File: src/rtl/epl_pkg.sv
// Shared types, constants and microcode encodings of the energy PD power limiter.
// No dependencies; imported by every module of the block.
package epl_pkg;

    localparam int EnergyW  = 24;
    localparam int GainW    = 16;
    localparam int PowW     = 18;
    localparam int LimW     = 19;
    localparam int TickW    = 16;
    localparam int ErrW     = 25;
    localparam int DvdW     = 42;
    localparam int ProdW    = 42;
    localparam int AccW     = 59;
    localparam int PdW      = 22;
    localparam int DivSteps = 21;
    localparam int CntW     = 5;
    localparam int PcW      = 4;
    localparam int AddrW    = 5;
    localparam int DataW    = 32;

    localparam logic [PowW-1:0] NOMINAL_RESET = 18'd20480;
    localparam logic [PowW-1:0] FLOOR_RESET   = 18'd7680;
    localparam logic [LimW-1:0] LIM_MAX       = 19'd393215;

    typedef enum logic [2:0] {
        REG_TARGET  = 3'd0,
        REG_KP      = 3'd1,
        REG_KD      = 3'd2,
        REG_NOMINAL = 3'd3,
        REG_FLOOR   = 3'd4
    } t_reg_idx;

    typedef struct packed {
        logic [EnergyW-1:0] measured_energy;
        logic [TickW-1:0]   elapsed_ticks;
    } t_in_item;

    typedef struct packed {
        logic [LimW-1:0] upper_limit;
        logic [LimW-1:0] lower_limit;
    } t_out_item;

    typedef struct packed {
        logic [EnergyW-1:0] energy_target;
        logic [GainW-1:0]   prop_gain;
        logic [GainW-1:0]   deriv_gain;
        logic [PowW-1:0]    nominal_power;
        logic [PowW-1:0]    power_floor;
    } t_cfg;

    typedef logic [PcW-1:0] t_pc;

    typedef enum logic [2:0] {
        DP_NOP  = 3'd0,
        DP_LOAD = 3'd1,
        DP_DIFF = 3'd2,
        DP_DIV  = 3'd3,
        DP_SIGN = 3'd4,
        DP_PD   = 3'd5,
        DP_LIM  = 3'd6,
        DP_OUT  = 3'd7
    } t_dp_op;

    typedef enum logic [1:0] {
        MUL_NONE   = 2'd0,
        MUL_KP_ERR = 2'd1,
        MUL_KD_LO  = 2'd2,
        MUL_KD_HI  = 2'd3
    } t_mul_sel;

    typedef enum logic [1:0] {
        ACC_HOLD   = 2'd0,
        ACC_LOAD   = 2'd1,
        ACC_ADD    = 2'd2,
        ACC_ADD_HI = 2'd3
    } t_acc_op;

    typedef enum logic [2:0] {
        JC_NEXT     = 3'd0,
        JC_WAIT_IN  = 3'd1,
        JC_SKIP_ZT  = 3'd2,
        JC_LOOP     = 3'd3,
        JC_WAIT_OUT = 3'd4
    } t_jmp;

    typedef struct packed {
        t_dp_op   op;
        t_mul_sel mul;
        t_acc_op  acc;
        t_jmp     jmp;
        t_pc      target;
    } t_uword;

    typedef struct packed {
        logic in_valid;
        logic zero_dt;
        logic div_last;
        logic out_free;
    } t_useq_stat;

    localparam t_pc PC_IDLE = 4'd0;
    localparam t_pc PC_DIFF = 4'd1;
    localparam t_pc PC_DIV  = 4'd2;
    localparam t_pc PC_SIGN = 4'd3;
    localparam t_pc PC_MLO  = 4'd4;
    localparam t_pc PC_MHI  = 4'd5;
    localparam t_pc PC_ACC  = 4'd6;
    localparam t_pc PC_PD   = 4'd7;
    localparam t_pc PC_LIM  = 4'd8;
    localparam t_pc PC_OUT  = 4'd9;

endpackage

File: src/rtl/epl_regs.sv
// APB-style configuration register file of the energy PD power limiter.
// Depends on epl_pkg for register indexes and the configuration struct.
module epl_regs
    import epl_pkg::*;
(
    input  logic             i_clk,
    input  logic             i_rst_n,
    input  logic             psel,
    input  logic             penable,
    input  logic             pwrite,
    input  logic [AddrW-1:0] paddr,
    input  logic [DataW-1:0] pwdata,
    output logic [DataW-1:0] prdata,
    output logic             pready,
    output t_cfg             o_cfg
);

    t_cfg     r_cfg;
    t_reg_idx idx;
    logic     wr_en;

    assign idx    = t_reg_idx'(paddr[AddrW-1:2]);
    assign wr_en  = psel && penable && pwrite;
    assign pready = 1'b1;
    assign o_cfg  = r_cfg;

    always_ff @(posedge i_clk) begin
        if (!i_rst_n) begin
            r_cfg.energy_target <= '0;
            r_cfg.prop_gain     <= '0;
            r_cfg.deriv_gain    <= '0;
            r_cfg.nominal_power <= NOMINAL_RESET;
            r_cfg.power_floor   <= FLOOR_RESET;
        end else if (wr_en) begin
            unique case (idx)
                REG_TARGET:  r_cfg.energy_target <= pwdata[EnergyW-1:0];
                REG_KP:      r_cfg.prop_gain     <= pwdata[GainW-1:0];
                REG_KD:      r_cfg.deriv_gain    <= pwdata[GainW-1:0];
                REG_NOMINAL: r_cfg.nominal_power <= pwdata[PowW-1:0];
                REG_FLOOR:   r_cfg.power_floor   <= pwdata[PowW-1:0];
                default: ;
            endcase
        end
    end

    always_comb begin
        unique case (idx)
            REG_TARGET:  prdata = {{(DataW-EnergyW){1'b0}}, r_cfg.energy_target};
            REG_KP:      prdata = {{(DataW-GainW){1'b0}}, r_cfg.prop_gain};
            REG_KD:      prdata = {{(DataW-GainW){1'b0}}, r_cfg.deriv_gain};
            REG_NOMINAL: prdata = {{(DataW-PowW){1'b0}}, r_cfg.nominal_power};
            REG_FLOOR:   prdata = {{(DataW-PowW){1'b0}}, r_cfg.power_floor};
            default:     prdata = '0;
        endcase
    end

endmodule

File: src/rtl/epl_useq.sv
// Microcode sequencer: step counter, control ROM and conditional jumps.
// Depends on epl_pkg for the control word, status struct and step addresses.
module epl_useq
    import epl_pkg::*;
(
    input  logic       i_clk,
    input  logic       i_rst_n,
    input  t_useq_stat i_stat,
    output t_uword     o_uword
);

    t_pc r_pc;
    t_pc n_pc;

    function automatic t_uword ucode(input t_pc pc);
        t_uword w;
        w = '{op: DP_NOP, mul: MUL_NONE, acc: ACC_HOLD, jmp: JC_NEXT, target: PC_IDLE};
        unique case (pc)
            PC_IDLE: begin
                w.op  = DP_LOAD;
                w.jmp = JC_WAIT_IN;
            end
            PC_DIFF: begin
                w.op     = DP_DIFF;
                w.jmp    = JC_SKIP_ZT;
                w.target = PC_SIGN;
            end
            PC_DIV: begin
                w.op  = DP_DIV;
                w.jmp = JC_LOOP;
            end
            PC_SIGN: begin
                w.op  = DP_SIGN;
                w.mul = MUL_KP_ERR;
            end
            PC_MLO: begin
                w.mul = MUL_KD_LO;
                w.acc = ACC_LOAD;
            end
            PC_MHI: begin
                w.mul = MUL_KD_HI;
                w.acc = ACC_ADD;
            end
            PC_ACC: begin
                w.acc = ACC_ADD_HI;
            end
            PC_PD: begin
                w.op = DP_PD;
            end
            PC_LIM: begin
                w.op = DP_LIM;
            end
            PC_OUT: begin
                w.op     = DP_OUT;
                w.jmp    = JC_WAIT_OUT;
                w.target = PC_IDLE;
            end
            default: begin
                w.target = PC_IDLE;
                w.jmp    = JC_WAIT_OUT;
            end
        endcase
        return w;
    endfunction

    assign o_uword = ucode(r_pc);

    always_comb begin
        unique case (o_uword.jmp)
            JC_NEXT:     n_pc = r_pc + 1'b1;
            JC_WAIT_IN:  n_pc = i_stat.in_valid ? r_pc + 1'b1 : r_pc;
            JC_SKIP_ZT:  n_pc = i_stat.zero_dt ? o_uword.target : r_pc + 1'b1;
            JC_LOOP:     n_pc = i_stat.div_last ? r_pc + 1'b1 : r_pc;
            JC_WAIT_OUT: n_pc = i_stat.out_free ? o_uword.target : r_pc;
            default:     n_pc = PC_IDLE;
        endcase
    end

    always_ff @(posedge i_clk) begin
        if (!i_rst_n) begin
            r_pc <= PC_IDLE;
        end else begin
            r_pc <= n_pc;
        end
    end

endmodule

File: src/rtl/energy_pd_power_limiter_top.sv
// Top level of the energy PD power limiter: datapath driven by the microcode sequencer.
// Depends on epl_pkg, epl_regs and epl_useq.
//
//  channel | direction | handshake                  | payload
//  --------+-----------+----------------------------+----------------------------
//  in      | request   | i_in_valid / o_in_ready    | i_in_data  (t_in_item)
//  out     | result    | o_out_valid / i_out_ready  | o_out_data (t_out_item)
//  cfg     | APB write | psel penable pwrite pready | paddr pwdata -> prdata
//
// A request passes the difference, divider, sign, multiply, accumulate, PD and limit steps
// to the output register; the radix-4 divider loop (21 steps) is skipped for zero elapsed time.
// A new request is accepted once the previous result sits in the output register.
// The output register holds its result while i_out_ready is low; the sequencer
// waits at its last step only if a second result is ready before the first is taken.
// Reset (synchronous, active low) restores register defaults and clears the error history.
module energy_pd_power_limiter_top
    import epl_pkg::*;
(
    input  logic             i_clk,
    input  logic             i_rst_n,
    input  logic             i_in_valid,
    output logic             o_in_ready,
    input  t_in_item         i_in_data,
    output logic             o_out_valid,
    input  logic             i_out_ready,
    output t_out_item        o_out_data,
    input  logic             psel,
    input  logic             penable,
    input  logic             pwrite,
    input  logic [AddrW-1:0] paddr,
    input  logic [DataW-1:0] pwdata,
    output logic [DataW-1:0] prdata,
    output logic             pready
);

    t_cfg       cfg;
    t_uword     uw;
    t_useq_stat stat;

    logic signed [ErrW-1:0]  r_err;
    logic signed [ErrW-1:0]  r_last_err;
    logic [TickW-1:0]        r_ticks;
    logic [DvdW-1:0]         r_dvd;
    logic [TickW-1:0]        r_rem;
    logic                    r_neg;
    logic [CntW-1:0]         r_cnt;
    logic signed [ProdW-1:0] r_prod;
    logic signed [AccW-1:0]  r_acc;
    logic signed [PdW-1:0]   r_pd;
    logic [LimW-1:0]         r_upper;
    logic [LimW-1:0]         r_lower;
    logic [LimW-1:0]         r_held;
    logic                    r_out_valid;
    t_out_item               r_out;

    logic                    fire_load;
    logic                    out_free;
    logic signed [ErrW:0]    diff;
    logic [ErrW:0]           diff_mag;
    logic [TickW:0]          t1, t2, r1, r2;
    logic                    ge1, ge2;
    logic signed [GainW:0]   mul_a;
    logic signed [ErrW-1:0]  mul_b;
    logic signed [ProdW-1:0] mul_p;
    logic signed [AccW-1:0]  prod_ext;
    logic signed [AccW-1:0]  biased;
    logic signed [AccW-9:0]  pd_full;
    logic signed [PdW-1:0]   pd_sat;
    logic signed [LimW+3:0]  nom_s, pd_s, held_s, ceil_s, floor_s, max_s;
    logic signed [LimW+3:0]  up0, up1, up2, lo0, lo1, lo2;

    localparam logic signed [AccW-9:0] PdPos = (AccW-8)'(1 << 20);
    localparam logic signed [AccW-9:0] PdNeg = -PdPos;

    epl_regs u_regs (
        .i_clk   (i_clk),
        .i_rst_n (i_rst_n),
        .psel    (psel),
        .penable (penable),
        .pwrite  (pwrite),
        .paddr   (paddr),
        .pwdata  (pwdata),
        .prdata  (prdata),
        .pready  (pready),
        .o_cfg   (cfg)
    );

    epl_useq u_useq (
        .i_clk   (i_clk),
        .i_rst_n (i_rst_n),
        .i_stat  (stat),
        .o_uword (uw)
    );

    assign out_free      = !r_out_valid || i_out_ready;
    assign o_in_ready    = (uw.jmp == JC_WAIT_IN);
    assign fire_load     = o_in_ready && i_in_valid;
    assign stat.in_valid = i_in_valid;
    assign stat.zero_dt  = (r_ticks == '0);
    assign stat.div_last = (r_cnt == CntW'(DivSteps - 1));
    assign stat.out_free = out_free;
    assign o_out_valid   = r_out_valid;
    assign o_out_data    = r_out;

    // error difference and its magnitude
    assign diff     = {r_err[ErrW-1], r_err} - {r_last_err[ErrW-1], r_last_err};
    assign diff_mag = diff[ErrW] ? ErrW'(1'b0) - diff : diff;

    // two restoring division steps per cycle
    assign t1  = {r_rem, r_dvd[DvdW-1]};
    assign ge1 = (t1 >= {1'b0, r_ticks});
    assign r1  = ge1 ? t1 - {1'b0, r_ticks} : t1;
    assign t2  = {r1[TickW-1:0], r_dvd[DvdW-2]};
    assign ge2 = (t2 >= {1'b0, r_ticks});
    assign r2  = ge2 ? t2 - {1'b0, r_ticks} : t2;

    // shared multiplier, derivative split into 21-bit halves
    always_comb begin
        case (uw.mul)
            MUL_KP_ERR: begin
                mul_a = {1'b0, cfg.prop_gain};
                mul_b = r_err;
            end
            MUL_KD_LO: begin
                mul_a = {1'b0, cfg.deriv_gain};
                mul_b = {4'b0, r_dvd[20:0]};
            end
            MUL_KD_HI: begin
                mul_a = {1'b0, cfg.deriv_gain};
                mul_b = {{4{r_dvd[DvdW-1]}}, r_dvd[DvdW-1:21]};
            end
            default: begin
                mul_a = '0;
                mul_b = '0;
            end
        endcase
    end

    assign mul_p    = mul_a * mul_b;
    assign prod_ext = {{(AccW-ProdW){r_prod[ProdW-1]}}, r_prod};

    // truncate toward zero, then saturate
    assign biased  = r_acc + (r_acc[AccW-1] ? AccW'(255) : AccW'(0));
    assign pd_full = biased[AccW-1:8];
    assign pd_sat  = (pd_full > PdPos) ? PdW'(PdPos) :
                     (pd_full < PdNeg) ? PdW'(PdNeg) : pd_full[PdW-1:0];

    assign nom_s   = {5'b0, cfg.nominal_power};
    assign pd_s    = {r_pd[PdW-1], r_pd};
    assign held_s  = {4'b0, r_held};
    assign ceil_s  = {5'b0, cfg.nominal_power} + {6'b0, cfg.nominal_power[PowW-1:1]};
    assign floor_s = {5'b0, cfg.power_floor};
    assign max_s   = {4'b0, LIM_MAX};

    assign up0 = nom_s + pd_s;
    assign up1 = (up0 < held_s) ? held_s : up0;
    assign up2 = (up1 > ceil_s) ? ceil_s : up1;
    assign lo0 = nom_s - pd_s;
    assign lo1 = (lo0 < floor_s) ? floor_s : lo0;
    assign lo2 = (lo1 > max_s) ? max_s : lo1;

    always_ff @(posedge i_clk) begin
        if (!i_rst_n) begin
            r_last_err  <= '0;
            r_held      <= {1'b0, FLOOR_RESET};
            r_out_valid <= 1'b0;
        end else begin
            if (uw.op == DP_DIFF) begin
                r_last_err <= r_err;
            end
            if (uw.op == DP_LIM) begin
                r_held <= lo2[LimW-1:0];
            end
            if (uw.op == DP_OUT && out_free) begin
                r_out_valid <= 1'b1;
            end else if (i_out_ready) begin
                r_out_valid <= 1'b0;
            end
        end
    end

    always_ff @(posedge i_clk) begin
        if (fire_load) begin
            r_err   <= $signed({1'b0, cfg.energy_target} - {1'b0, i_in_data.measured_energy});
            r_ticks <= i_in_data.elapsed_ticks;
        end
        case (uw.op)
            DP_DIFF: begin
                r_dvd <= stat.zero_dt ? '0 : {diff_mag, 16'b0};
                r_neg <= diff[ErrW];
                r_rem <= '0;
                r_cnt <= '0;
            end
            DP_DIV: begin
                r_dvd <= {r_dvd[DvdW-3:0], ge1, ge2};
                r_rem <= r2[TickW-1:0];
                r_cnt <= r_cnt + 1'b1;
            end
            DP_SIGN: begin
                r_dvd <= r_neg ? DvdW'(1'b0) - r_dvd : r_dvd;
            end
            DP_PD: begin
                r_pd <= pd_sat;
            end
            DP_LIM: begin
                r_upper <= up2[LimW-1:0];
                r_lower <= lo2[LimW-1:0];
            end
            DP_OUT: begin
                if (out_free) begin
                    r_out.upper_limit <= r_upper;
                    r_out.lower_limit <= r_lower;
                end
            end
            default: ;
        endcase
        if (uw.mul != MUL_NONE) begin
            r_prod <= mul_p;
        end
        case (uw.acc)
            ACC_LOAD:   r_acc <= prod_ext;
            ACC_ADD:    r_acc <= r_acc + prod_ext;
            ACC_ADD_HI: r_acc <= r_acc + {r_prod[37:0], 21'b0};
            default: ;
        endcase
    end

endmodule
File: config.mk
export PLATFORM = sky130hd
export DESIGN_NAME = energy_pd_power_limiter_top
export DESIGN_NICKNAME = d
export VERILOG_FILES = /design/src/rtl/epl_pkg.sv /design/src/rtl/epl_regs.sv /design/src/rtl/epl_useq.sv /design/src/rtl/energy_pd_power_limiter_top.sv
export SDC_FILE = /design/constraint.sdc
export NUM_CORES = 2
export LEC_CHECK = 0
export BUFFER_PORTS_ARGS = -buffer_cell sky130_fd_sc_hd__buf_2
export CORE_ASPECT_RATIO = 0.6
export CORE_MARGIN = 2
export CORE_UTILIZATION = 36
export CTS_BUF_LIST = sky130_fd_sc_hd__clkbuf_16
export DETAILED_ROUTE_END_ITERATION = 16
export PLACE_DENSITY = 0.6
export SYNTH_ARGS = -nofsm -noshare
export SYNTH_HDL_FRONTEND = slang
export SYNTH_SLANG_ARGS = --single-unit
File: constraint.sdc
create_clock -name i_clk -period 25.5 [get_ports i_clk]
set_clock_uncertainty 0.15 [all_clocks]
set_input_delay 5.1 -clock i_clk [delete_from_list [all_inputs] [get_ports i_clk]]
set_output_delay 5.1 -clock i_clk [all_outputs]
set_load 0.005 [all_outputs]
==> results.yml <==
worst_setup_path:
  critPathKind: "in2out"
  r2r-end: "r_prod[41]$_DFFE_PP_"
  cp_data_required_time_ns: 20.25
  critical_path_peak_fanout: 23
  cpPeakStageDelay_ns: 0.49
  crit_arrival_ns: 7.10
  cp-start-kind: "input pin"
  r2r_cells: 26
  worstPathCellList: "buf_2, nor2_1, and2_1, nand2_1, o21ai_0, a221o_1, buf_2"
  end_kind: "primary output"
  cpMaxStageDelayCell: "buf_2"
  cpMostUsedCell: "buf_2"
  rrSetupSlack_ns: 15.36
  timing.rr.start: "u_useq.r_pc[2]$_SDFFE_PN0P_"
clocking:
  path_clk_slew_ns: 0.06
  numClockSinks: 445
  cts_hold_buffers: 0
  post-cts-setup-buffer-count: 0
  clockBufferDepth: 3
  cts_htree_levels: 2
  cts_tree: "built"
  numCtsBuffers: 46
  root_buffer: "clkbuf_16"
  cts_resized: 0
  insertion_delay_ns: 0.65
global_route:
  track_usage_pct: 22.29
  gr-total-overflow: 0
  grt_pass1_wl_mm: 237.9
  antenna_found_initial: 12
  grt_pass1_vias: 38383
  grt_max_degree: 93
status:
  status: "completed"
sta:
  worstMarginPinSlew_ns: 1.366
  rsz0062_at_grt: "no"
  setup_tns_ns: 0
  setup_violations: 0
  slew_headroom_pct: 8.092
  fmax_mhz: 80.99
  fin_crit_sh_pct: 48.42
  drv_slew: 0
  min_period_ns: 12.35
  hold_violations: 0
  worst_hold_slack_ns: 0.2697
power:
  p_int_w: 0.002120
  comb_power_share_pct: 50.2
  ir_worst_vdd_v: 0.00009989
  power_switching_w: 0.001631
  leakage_nw: 22.72
  seqPwrFrac_pct: 29.5
  switching_share_pct: 43.49
  clockPowerShare_pct: 20.3
  p_per_area_nw_per_um2: 71.36
worst_hold_path:
  min_from: "r_lower[17]$_DFFE_PN_"
  holdPathStages: 0
  hold_path_class: "reg2reg"
  whs_endpoint: "o_out_data[17]$_DFFE_PP_"
final_layout:
  layout_commonest_cell: "nand2_1"
  instances_no_fill: 7455
  nFillCells: 13436
  final_cell_mix: "734 x nand2_1, 731 x inv_1, 450 x nor2_1, 408 x ha_1, 400 x fa_1"
  syn2layout_area_growth_pct: 8.831
  nNetsFinal: 6498
  drive_above_1_share_pct: 6.733
logic_synthesis:
  async_reset_ff_share_pct: 0
  synth_seq_cells: 445
  synth_top_area_cell: "edfxtp_1"
  synth_area_leaders: "edfxtp_1 19%, fa_1 17%, ha_1 11%"
  syn_area_per_cell_um2: 8.648
  yosysSeqAreaShare_pct: 24.74
  synth_warnings: 0
  ys.flop_type: "edfxtp_1"
  yosysUniqueCellTypes: 99
  synth_top_area_share_pct: 18.90
  syn_inst: 5585
  synth_area_um2: 48300
  synth_edf_count: 304
routing:
  num_vias: 40835
  drc: 0
  drt-total-wl_mm: 154.3
  drt_iter0_markers: 4367
  vias_per_cell: 5.478
  post_drt_wl_per_cell_um: 20.70
  dr.pass1.iters: 6
  ant_nets: 0
floorplanning:
  core.rowCount: 104
  dieArea_um2: 137200
  initial_core_util_pct: 36.14
  core_um2: 133600
  die_w_um: 476.9
  die_y_um: 287.7
  io_pins: 157
placement:
  dp_hpwl_mm: 125.2
  dp_cells: 7360
  gp_congestion: 0.9480
  port_buffers: 137
flow_run:
  drv_cap: 0
-- metal layers --
metal | GRT usage [%] | share of wire [%] | vias to the layer above
li1 | - | - | 19091
met5 | 0 | 0.020 | -
met2 | 28.40 | 36 | 1787
met3 | 7.299 | 13 | 125
met4 | 2.540 | 0.97 | 4
met1 | 36.01 | 50 | 19828
-- how the worst max path moves through the flow --
stage,startpoint,end,slack [ns],cells past startpoint
2_1_floorplan,paddr[3],prdata[13],13.76,5
3_3_place_gp,paddr[3],prdata[11],13.21,7
3_5_place_dp,paddr[3],prdata[11],13.19,7
4_1_cts,paddr[3],prdata[11],13.18,7
5_1_grt,paddr[3],prdata[11],13.04,7
6_report,paddr[3],prdata[11],13.15,7
-- power groups by stage --
stage	combinational, W	sequential, W	clock [W]
2_1_floorplan	0.00139	0.00104	0
3_3_place_gp	0.00180	0.00111	0
3_5_place_dp	0.00182	0.00111	0
4_1_cts	0.00184	0.00110	0.000771
5_1_grt	0.00206	0.00112	0.000799
6_report	0.00188	0.00111	0.000760
-- critical path: cells and delay by family --
family                 cells  cell delay (ns)
AND/OR/NAND/NOR            3             0.78
buffers and inverters      2             0.66
AO/OA/AOI/OAI              2             0.55
-- state kept, by name (all words and copies together) (netlist names), 22 cells and up --
name,cells
r_last_err,25
u_regs.o_cfg,92
r_pd,22
r_prod,42
r_dvd,42
r_err,25
r_acc,59
o_out_data,38
-- Yosys cell counts (85+ instances only) --
cell type / count
a21o_1: 137
a21oi_1: 371
clkbuf_1: 203
dfxtp_1: 141
edfxtp_1: 304
fa_1: 400
ha_1: 408
inv_1: 725
nand2_1: 734
nand3_1: 85
nor2_1: 455
o21ai_0: 233
xnor2_1: 204
xor2_1: 114
-- through the flow --
step / setup WS [ns] / total power (W) / util [%] / instance area, µm²
5_1_grt: 13.04 / 0.003980 / 39.32 / 52540
6_report: 13.15 / 0.003751 / 39.33 / 52560
2_1_floorplan: 13.76 / 0.002430 / - / 48330
3_3_place_gp: 13.21 / 0.002916 / 38.10 / 50910
4_1_cts: 13.18 / 0.003711 / 39.32 / 52540
3_5_place_dp: 13.19 / 0.002939 / 38.10 / 50910
-- logic make-up after synthesis --
family          count (synthesis)  synth area share [%]
flops                         445                 24.74
other cells                     2               0.01555
buf+inv                       960                 7.588
mux                            87                 1.881
xor+xnor                      318                 5.767
fa+ha+maj                     808                 27.15
compound gates               1219                 16.48
simple gates                 1746                 16.37
-- layout make-up --
| cell class | count | area, µm² | share of cell area, % |
|---|---|---|---|
| antenna | 9 | 22.52 | 0.04285 |
| clock buffer | 46 | 1151 | 2.190 |
| clock inverter | 40 | 476.7 | 0.9069 |
| inverter | 728 | 2734 | 5.201 |
| multi-input combinational | 4187 | 32830 | 62.46 |
| sequential | 445 | 11950 | 22.74 |
| tap | 1802 | 2255 | 4.289 |
| timing repair buffer | 198 | 1144 | 2.176 |
Power figures use the tool's default switching activity.
